--- src/rtl/qmf_pkg.sv ---
`default_nettype none
package qmf_pkg;

   localparam int TAPS         = 20;
   localparam int BEATS        = 5;
   localparam int TEMPLATE_LEN = 20;

   localparam int SAMPLE_W = 12;
   localparam int TIME_W   = 32;
   localparam int OUT_W    = 16;
   localparam int COEF_W   = 10;
   localparam int TAP_W    = $clog2(TAPS);

   localparam logic [OUT_W-1:0] THRESH_RESET = 16'd4750;
   localparam logic [OUT_W-1:0] SAT_MAX      = '1;

   // accumulator holds TAPS products of SAMPLE_W x COEF_W
   localparam int PROD_W = SAMPLE_W + COEF_W;
   localparam int ACC_W  = PROD_W + $clog2(TAPS);

   // correlation scaling: drop the Q2.8 fraction, then divide by TAPS with a
   // reciprocal multiply; RECIP_SH keeps the product exact over the whole range
   localparam int     COEF_FRAC = 8;
   localparam int     SCALE_X_W = ACC_W - COEF_FRAC;
   localparam int     RECIP_SH  = SCALE_X_W + $clog2(TAPS);
   localparam longint RECIP_M   = ((longint'(1) << RECIP_SH) + longint'(TAPS) - 1)
                                  / longint'(TAPS);
   localparam int     RECIP_W   = $clog2(RECIP_M + 1);
   localparam int     SCALE_P_W = SCALE_X_W + RECIP_W;

   localparam longint RATE_NUM      = longint'(BEATS - 1) * 64'd600000000;
   localparam int     NUM_W         = $clog2(RATE_NUM + 1);
   localparam int     DIV_W         = NUM_W;
   localparam int     DVSR_W        = TIME_W;
   localparam int     DIV_CNT_W     = $clog2(DIV_W + 1);

   // configuration port
   localparam int CSR_ADDR_W = 3;
   localparam int CSR_DATA_W = 32;
   localparam logic CSR_IDX_THRESHOLD = 1'b0;

   typedef logic [COEF_W-1:0] coef_type;
   typedef coef_type coef_table_type [TAPS];
   typedef coef_type template_type [TEMPLATE_LEN];

   localparam template_type QRS_TEMPLATE = '{
      10'd561, 10'd566, 10'd568, 10'd579, 10'd586, 10'd591, 10'd596, 10'd607, 10'd609, 10'd607,
      10'd591, 10'd576, 10'd556, 10'd532, 10'd520, 10'd509, 10'd504, 10'd502, 10'd497, 10'd497
   };

   // resample the template onto TAPS points; evaluated at elaboration
   function automatic coef_table_type build_coef_table();
      coef_table_type tbl;
      int k;
      for (int i = 0; i < TAPS; i++) begin
         k = (i * TEMPLATE_LEN) / TAPS;
         if (k >= TEMPLATE_LEN) k = TEMPLATE_LEN - 1;
         tbl[i] = QRS_TEMPLATE[k];
      end
      return tbl;
   endfunction

   localparam coef_table_type COEF_TABLE = build_coef_table();

   function automatic logic [OUT_W-1:0] sat16(input logic [DIV_W-1:0] q);
      if (|q[DIV_W-1:OUT_W]) return SAT_MAX;
      return q[OUT_W-1:0];
   endfunction

   typedef enum logic [2:0] {
      S_IDLE,
      S_MAC,
      S_SCALE,
      S_DECIDE,
      S_RATE_WAIT,
      S_OUT
   } state_type;

   typedef struct packed {
      logic start;
   } div_ctrl_type;

   typedef struct packed {
      logic busy;
      logic done;
   } div_stat_type;

endpackage
`default_nettype wire

--- src/rtl/qmf_window.sv ---
`default_nettype none
module qmf_window
   import qmf_pkg::*;
(
   input  wire logic                clock,
   input  wire logic                shift_en,
   input  wire logic [SAMPLE_W-1:0] sample_in,
   input  wire logic [TAP_W-1:0]    rd_idx,
   output logic      [SAMPLE_W-1:0] rd_sample,
   input  wire logic                reset
);

   logic [SAMPLE_W-1:0] win_ff [TAPS];
   logic [SAMPLE_W-1:0] win_in [TAPS];

   // index 0 oldest, TAPS-1 newest
   always_comb begin
      for (int i = 0; i < TAPS; i++) win_in[i] = win_ff[i];
      if (shift_en) begin
         for (int i = 0; i < TAPS - 1; i++) win_in[i] = win_ff[i+1];
         win_in[TAPS-1] = sample_in;
      end
   end

   always_ff @(posedge clock) begin
      if (reset) begin
         for (int i = 0; i < TAPS; i++) win_ff[i] <= '0;
      end else begin
         for (int i = 0; i < TAPS; i++) win_ff[i] <= win_in[i];
      end
   end

   assign rd_sample = win_ff[rd_idx];

endmodule
`default_nettype wire

--- src/rtl/qmf_div.sv ---
`default_nettype none
module qmf_div
   import qmf_pkg::*;
(
   input  wire logic              clock,
   input  wire logic              reset,
   input  wire div_ctrl_type      ctrl,
   input  wire logic [DIV_W-1:0]  dividend,
   input  wire logic [DVSR_W-1:0] divisor,
   output div_stat_type           stat,
   output logic      [DIV_W-1:0]  quotient
);

   logic [DVSR_W-1:0]    rem_ff, rem_in;
   logic [DIV_W-1:0]     quo_ff, quo_in;
   logic [DVSR_W-1:0]    dvsr_ff, dvsr_in;
   logic [DIV_CNT_W-1:0] cnt_ff, cnt_in;
   logic                 busy_ff, busy_in;
   logic                 done_ff, done_in;
   logic [DVSR_W:0]      shifted;
   logic                 ge;

   // restoring division, one quotient bit per cycle; quo_ff shifts the
   // dividend out at the top and the quotient in at the bottom
   always_comb begin
      shifted = {rem_ff, quo_ff[DIV_W-1]};
      ge      = shifted >= {1'b0, dvsr_ff};
      rem_in  = rem_ff;
      quo_in  = quo_ff;
      dvsr_in = dvsr_ff;
      cnt_in  = cnt_ff;
      busy_in = busy_ff;
      done_in = 1'b0;
      if (ctrl.start && !busy_ff) begin
         rem_in  = '0;
         quo_in  = dividend;
         dvsr_in = divisor;
         cnt_in  = '0;
         busy_in = 1'b1;
      end else if (busy_ff) begin
         rem_in = ge ? DVSR_W'(shifted - {1'b0, dvsr_ff}) : shifted[DVSR_W-1:0];
         quo_in = {quo_ff[DIV_W-2:0], ge};
         cnt_in = cnt_ff + 1'b1;
         if (cnt_ff == DIV_CNT_W'(DIV_W - 1)) begin
            busy_in = 1'b0;
            done_in = 1'b1;
         end
      end
   end

   always_ff @(posedge clock) begin
      if (reset) begin
         busy_ff <= 1'b0;
         done_ff <= 1'b0;
         cnt_ff  <= '0;
      end else begin
         busy_ff <= busy_in;
         done_ff <= done_in;
         cnt_ff  <= cnt_in;
      end
      rem_ff  <= rem_in;
      quo_ff  <= quo_in;
      dvsr_ff <= dvsr_in;
   end

   assign stat.busy = busy_ff;
   assign stat.done = done_ff;
   assign quotient  = quo_ff;

endmodule
`default_nettype wire

--- src/rtl/qrs_matched_filter_beat_rate_top.sv ---
// From input transfer: S_MAC accumulates TAPS products, then S_SCALE, S_DECIDE
// and, for a beat with nonzero span, S_RATE_WAIT on the divider; S_OUT then
// registers the result. One item at a time: the next transfer is taken in S_IDLE
// after the result is registered; a stalled result holds the next item in S_OUT.
// Reset (synchronous, active high) clears window, history, hysteresis flag and
// the output valid, and loads the threshold with 4750.
`default_nettype none
module qrs_matched_filter_beat_rate_top
   import qmf_pkg::*;
(
   input  wire logic                  clock,
   input  wire logic                  reset,
   input  wire logic                  req_valid,
   output logic                       req_stall,
   input  wire logic [SAMPLE_W-1:0]   req_sample,
   input  wire logic [TIME_W-1:0]     req_time_us,
   output logic                       rsp_valid,
   input  wire logic                  rsp_stall,
   output logic      [OUT_W-1:0]      rsp_correlation,
   output logic                       rsp_beat,
   output logic      [OUT_W-1:0]      rsp_rate_tenths_bpm,
   input  wire logic                  psel,
   input  wire logic                  penable,
   input  wire logic                  pwrite,
   input  wire logic [CSR_ADDR_W-1:0] paddr,
   input  wire logic [CSR_DATA_W-1:0] pwdata,
   output logic      [CSR_DATA_W-1:0] prdata,
   output logic                       pready
);

   state_type state_ff, state_in;

   logic [TAP_W-1:0]    tap_ff, tap_in;
   logic [ACC_W-1:0]    acc_ff, acc_in;
   logic [TIME_W-1:0]   time_ff, time_in;
   logic [OUT_W-1:0]    thresh_ff;
   logic                above_ff, above_in;
   logic [TIME_W-1:0]   hist_ff [BEATS];
   logic [TIME_W-1:0]   hist_in [BEATS];
   logic [OUT_W-1:0]    corr_ff, corr_in;
   logic                beat_ff, beat_in;
   logic [OUT_W-1:0]    rate_ff, rate_in;
   logic                rsp_valid_ff, rsp_valid_in;
   logic [OUT_W-1:0]    rsp_corr_ff, rsp_corr_in;
   logic                rsp_beat_ff, rsp_beat_in;
   logic [OUT_W-1:0]    rsp_rate_ff, rsp_rate_in;

   logic                accept;
   logic                shift_en;
   logic [SAMPLE_W-1:0] tap_sample;
   logic [PROD_W-1:0]   prod;
   logic [SCALE_X_W-1:0] scale_x;
   logic [SCALE_P_W-1:0] scale_prod;
   logic [TIME_W-1:0]   span;
   logic                csr_wr;

   div_ctrl_type        div_ctrl;
   div_stat_type        div_stat;
   logic [DIV_W-1:0]    div_dividend;
   logic [DVSR_W-1:0]   div_divisor;
   logic [DIV_W-1:0]    div_quotient;

   assign req_stall = (state_ff != S_IDLE);
   assign accept    = req_valid && !req_stall;
   assign shift_en  = accept;

   qmf_window u_window (
      .clock     (clock),
      .shift_en  (shift_en),
      .sample_in (req_sample),
      .rd_idx    (tap_ff),
      .rd_sample (tap_sample),
      .reset     (reset)
   );

   qmf_div u_div (
      .clock    (clock),
      .reset    (reset),
      .ctrl     (div_ctrl),
      .dividend (div_dividend),
      .divisor  (div_divisor),
      .stat     (div_stat),
      .quotient (div_quotient)
   );

   assign prod = PROD_W'(tap_sample) * PROD_W'(COEF_TABLE[tap_ff]);
   // divide by 256 by dropping the fraction, then by TAPS via reciprocal
   assign scale_x    = acc_ff[ACC_W-1:COEF_FRAC];
   assign scale_prod = SCALE_P_W'(scale_x) * SCALE_P_W'(RECIP_M);
   // after the shift, history entry 1 becomes the oldest
   assign span = time_ff - hist_ff[1];

   always_comb begin
      state_in     = state_ff;
      tap_in       = tap_ff;
      acc_in       = acc_ff;
      time_in      = time_ff;
      above_in     = above_ff;
      corr_in      = corr_ff;
      beat_in      = beat_ff;
      rate_in      = rate_ff;
      for (int i = 0; i < BEATS; i++) hist_in[i] = hist_ff[i];
      rsp_valid_in = rsp_valid_ff && rsp_stall;
      rsp_corr_in  = rsp_corr_ff;
      rsp_beat_in  = rsp_beat_ff;
      rsp_rate_in  = rsp_rate_ff;
      div_ctrl.start = 1'b0;
      div_dividend   = DIV_W'(RATE_NUM);
      div_divisor    = span;

      case (state_ff)
         S_IDLE: begin
            if (accept) begin
               time_in  = req_time_us;
               tap_in   = '0;
               acc_in   = '0;
               state_in = S_MAC;
            end
         end
         S_MAC: begin
            acc_in = acc_ff + ACC_W'(prod);
            tap_in = tap_ff + 1'b1;
            if (tap_ff == TAP_W'(TAPS - 1)) begin
               tap_in   = '0;
               state_in = S_SCALE;
            end
         end
         S_SCALE: begin
            corr_in  = sat16(DIV_W'(scale_prod[SCALE_P_W-1:RECIP_SH]));
            state_in = S_DECIDE;
         end
         S_DECIDE: begin
            beat_in  = 1'b0;
            rate_in  = '0;
            state_in = S_OUT;
            if (above_ff && corr_ff < thresh_ff) begin
               above_in = 1'b0;
            end else if (!above_ff && corr_ff > thresh_ff) begin
               above_in = 1'b1;
               beat_in  = 1'b1;
               for (int i = 0; i < BEATS - 1; i++) hist_in[i] = hist_ff[i+1];
               hist_in[BEATS-1] = time_ff;
               if (span == '0) begin
                  rate_in = SAT_MAX;
               end else begin
                  div_ctrl.start = 1'b1;
                  state_in       = S_RATE_WAIT;
               end
            end
         end
         S_RATE_WAIT: begin
            if (div_stat.done) begin
               rate_in  = sat16(div_quotient);
               state_in = S_OUT;
            end
         end
         S_OUT: begin
            if (!rsp_valid_ff || !rsp_stall) begin
               rsp_valid_in = 1'b1;
               rsp_corr_in  = corr_ff;
               rsp_beat_in  = beat_ff;
               rsp_rate_in  = rate_ff;
               state_in     = S_IDLE;
            end
         end
         default: state_in = S_IDLE;
      endcase
   end

   always_ff @(posedge clock) begin
      if (reset) begin
         state_ff     <= S_IDLE;
         above_ff     <= 1'b0;
         rsp_valid_ff <= 1'b0;
         tap_ff       <= '0;
         for (int i = 0; i < BEATS; i++) hist_ff[i] <= '0;
      end else begin
         state_ff     <= state_in;
         above_ff     <= above_in;
         rsp_valid_ff <= rsp_valid_in;
         tap_ff       <= tap_in;
         for (int i = 0; i < BEATS; i++) hist_ff[i] <= hist_in[i];
      end
      acc_ff      <= acc_in;
      time_ff     <= time_in;
      corr_ff     <= corr_in;
      beat_ff     <= beat_in;
      rate_ff     <= rate_in;
      rsp_corr_ff <= rsp_corr_in;
      rsp_beat_ff <= rsp_beat_in;
      rsp_rate_ff <= rsp_rate_in;
   end

   assign rsp_valid           = rsp_valid_ff;
   assign rsp_correlation     = rsp_corr_ff;
   assign rsp_beat            = rsp_beat_ff;
   assign rsp_rate_tenths_bpm = rsp_rate_ff;

   // configuration register
   assign pready = 1'b1;
   assign csr_wr = psel && penable && pwrite && pready;

   always_ff @(posedge clock) begin
      if (reset) begin
         thresh_ff <= THRESH_RESET;
      end else if (csr_wr && paddr[2] == CSR_IDX_THRESHOLD) begin
         thresh_ff <= pwdata[OUT_W-1:0];
      end
   end

   assign prdata = (paddr[2] == CSR_IDX_THRESHOLD) ? CSR_DATA_W'(thresh_ff) : '0;

`ifndef SYNTHESIS
   a_rate_only_on_beat: assert property (@(posedge clock) disable iff (reset)
      rsp_valid_ff && !rsp_beat_ff |-> rsp_rate_ff == '0)
      else $error("rate nonzero on a result without a beat");

   a_div_start_idle: assert property (@(posedge clock) disable iff (reset)
      div_ctrl.start |-> !div_stat.busy)
      else $error("divider started while busy");

   a_busy_stalls: assert property (@(posedge clock) disable iff (reset)
      state_ff != S_IDLE |-> req_stall)
      else $error("input taken while an item is in progress");

   a_flag_rise_decide: assert property (@(posedge clock) disable iff (reset)
      $rose(above_ff) |-> $past(state_ff == S_DECIDE))
      else $error("hysteresis flag set outside the decision step");
`endif

endmodule
`default_nettype wire

--- config.mk ---
export PLATFORM = sky130hd
export DESIGN_NAME = qrs_matched_filter_beat_rate_top
export DESIGN_NICKNAME = d
export VERILOG_FILES = /design/src/rtl/qmf_pkg.sv /design/src/rtl/qmf_window.sv /design/src/rtl/qmf_div.sv /design/src/rtl/qrs_matched_filter_beat_rate_top.sv
export SDC_FILE = /design/constraint.sdc
export NUM_CORES = 2
export LEC_CHECK = 0
export BUFFER_PORTS_ARGS = -buffer_cell sky130_fd_sc_hd__buf_2
export CAP_MARGIN = 25
export CORE_MARGIN = 5
export CORE_UTILIZATION = 50
export CTS_BUF_LIST = sky130_fd_sc_hd__clkbuf_16
export CTS_CLUSTER_DIAMETER = 60
export DETAILED_ROUTE_END_ITERATION = 6
export HOLD_SLACK_MARGIN = 0.1
export PLACE_DENSITY = 0.73
export SLEW_MARGIN = 15
export SYNTH_ARGS = -nofsm -noshare
export SYNTH_HDL_FRONTEND = slang
export SYNTH_SLANG_ARGS = --single-unit
--- constraint.sdc ---
create_clock -name clock -period 8.7 [get_ports clock]
set_clock_uncertainty 0.15 [all_clocks]
set_input_delay 1.74 -clock clock [delete_from_list [all_inputs] [get_ports clock]]
set_output_delay 1.74 -clock clock [all_outputs]
set_load 0.02 [all_outputs]
==> summary.md <==
| Metric | Value |
|---|---|
| Synth-to-layout area growth | 10.2% |
| Vias in the first global route | around 26000 |
| CP Capture Type | register |
| Synth Instances | 3857 |
| Worst rel slew slack | between 20% and 30% |
| Die area | 81700 µm² |
| Synth area leaders | edfxtp_1, dfxtp_1, fa_1 |
| Clock Sink Count | 626 |
| Fill cells | 6428 |
| First drt pass iteration count | 5 |
| Max FO, Critical Path | 14 |
| Synth Area per Inst | approximately 10 µm² |
| Drt total wl | roughly 80000 µm |
| Io pins | 154 |
| Largest area contributor in the netlist | edfxtp_1 |
| Peak Freq | 128 MHz |
| Max-cap viol count | 0 |
| CTS buffer count | 72 |
| Critical path data required time | 8.90 ns |
| Setup crit start kind | register |
| Detailed Place HPWL | 56500 µm |
| Most common cell after layout, fill and taps aside | nand2_1 |
| Starting Density | 50.3% |
| Gpl congestion | a little under 0.9 |
| Yosys cell types | 78 |
| Hold Fails Final Rpt | 0 |
| Layout net count | 4481 |
| Avg WL per Cell | 16.0 µm |
| Status | finished clean |
| EDFF count, synth | 295 |
| Fin crit share | around 90% |
| H-tree levels | 3 |
| Slew Limit Fails | 0 |
| Share of cells above drive strength 1 | around a tenth |
| Final setup fails | 0 |
| Synthesized flop and latch total | ~630 |
| RSZ-0062 raised after global routing | false |
| Die Height | 286 µm |
| Antenna viol nets, final | 0 |
| Vias/cell | 5.36 |
| DRC | 0 |
| Worst path arrival time | 8.04 ns |
| Placeable Area | between 70000 and 80000 µm² |
| Die Width | 286 µm |
| FP Rows | 101 |
| Synth Cell Area | 38100 µm² |
| CTS tree | yes |
| Setup CP Type | reg -> reg |
| Synth warn | 0 |
| Clock Path Buffers | 3 |
| Worst Tran Pin Value | 1.08 ns |
| Setup TNS | 0 ns |
| # diodes | 0 |
| Detailed-route via count | 26500 |
| Post-CTS setup buffers | 0 |
| Clk slew on worst S/H paths | 0.06 ns |
| Worst hold path type | reg -> reg |
| Post_cts resized | 0 |
| GRT Total Usage | 19.3% |
| Register area share after synthesis | 40.7% |
| First-pass GRT wire length | around 130000 µm |
| CTS Root Cell | clkbuf_16 |
| Skew-Pair Late Insertion Delay | 0.62 ns |
| I/O Buffers | 117 |
| Initial antenna violation count | 2 |
| Starting DRT DRC Count | around 1700 |
| Async SR Flop Fraction | 0% |
| Hold_buf cts | 0 |
| Post-route cell area | 41900 µm² |
| Most used DFF post-synth | dfxtp_1 |
| Total gr overflow | 0 |
| Commonest non-fill, non-tap cells in the layout | nand2_1, inv_1, a21oi_1 |
| Post-route minimum period | between 7 and 8 ns |
| Placed Area | 39500 µm² |
| Post-synth top area share | between 20% and 30% |
| Largest net degree at the start of global routing | 202 |
==> worst max-delay path, cell delays in order (launching register included) <==
cell       delay [ns]
dfxtp_4          0.48
buf_4            0.34
buf_4            0.24
mux4_2           0.51
mux4_2           0.47
mux2_2           0.39
and2_1           0.24
fa_1             0.51
fa_1             0.51
fa_1             0.52
fa_1             0.54
inv_1            0.05
fa_1             0.53
inv_1            0.04
ha_1             0.33
a21oi_1          0.18
o21ai_0          0.09
a31oi_1          0.23
a21oi_1          0.17
a41o_1           0.30
or4_1            0.40
o2111ai_1        0.13
xnor2_1          0.14
nor2_1           0.05
==> final timing paths <==
path	slack [ns]	start	depth (start not counted)	end
min	0.24	rate_ff[5]	0	rsp_rate_tenths_bpm[5]
max	0.86	register	23	acc_ff[25]
max reg2reg	0.86	register	23	acc_ff[25]
min reg2reg	0.24	rate_ff[5]	0	rsp_rate_tenths_bpm[5]
==> metal layers <==
| metal | wire, µm | up-vias | track usage, % |
|---|---|---|---|
| met5 | 20 | - | 0 |
| met4 | 1680 | 2 | 5.01 |
| met3 | 4350 | 120 | 3.25 |
| met2 | 37400 | 559 | 32.3 |
| met1 | 35400 | 12800 | 26.1 |
| li1 | - | 13100 | - |
==> cell usage after synthesis (13+ instances only) <==
cell type    n
nand2_1    665
inv_1      446
a21oi_1    334
dfxtp_1    331
edfxtp_1   295
ha_1       288
fa_1       199
nor2_1     185
nor2b_1    155
clkbuf_1   147
o21ai_0     91
mux4_2      72
a21o_1      48
and2_1      45
xnor2_1     45
nand3_1     36
xor2_1      34
a211oi_1    33
nor3_1      33
mux2i_1     32
nand2b_1    26
nand4_1     20
buf_4       19
a31o_1      17
o21a_1      15
a31oi_1     14
buf_2       14
a211o_1     13
buf_1       13
==> cell families (layout without fill, tap and decap cells) <==
logic type,after synthesis,in the layout,share of synthesized area [%]
simple gates,1237,1237,14.8
compound gates,670,670,10.8
fa+ha+maj,487,487,19.9
other cells,2,18,0.0197
buf+inv,643,737,6.65
mux,113,113,5.37
xor+xnor,79,79,1.82
flops,626,626,40.7
==> metrics by stage <==
stage	util [%]	setup WS (ns)	hold WS, ns	cells
floorplan	-	0.585	0.250	3873
global placement	52.1	0.841	0.251	4809
detailed placement	52.1	0.811	0.255	4811
CTS	55.4	0.809	0.250	4944
global route	55.4	0.388	0.267	4945
finish	55.4	0.862	0.244	4945
==> layout make-up <==
class / instances / area [µm²] / share of cell area (%)
clock inverter: 57 / 534 / 1.27
clock buffer: 76 / 1900 / 4.53
multi-input combinational: 2604 / 20100 / 48.0
tap: 978 / 1220 / 2.92
sequential: 626 / 15500 / 36.9
timing repair buffer: 158 / 968 / 2.31
inverter: 446 / 1680 / 4.01
==> state kept, by name (all words and copies together), names as in the netlist, 3 cells and up, named ones only <==
| signal | cells |
|---|---|
| thresh_ff | 16 |
| tap_ff | 5 |
| u_div.cnt_ff | 6 |
| u_div.rem_ff | 32 |
| u_window.win_ff | 240 |
| u_div.quotient | 32 |
| u_div.dvsr_ff | 32 |
| acc_ff | 27 |
| state_ff | 3 |
| hist_ff | 128 |
| corr_ff | 15 |
| time_ff | 32 |
| rsp_correlation | 15 |
| rsp_rate_tenths_bpm | 16 |
| rate_ff | 16 |
Power is not shown: default switching activity piles up to over one toggle a cycle in this logic, so the estimate is an artifact.
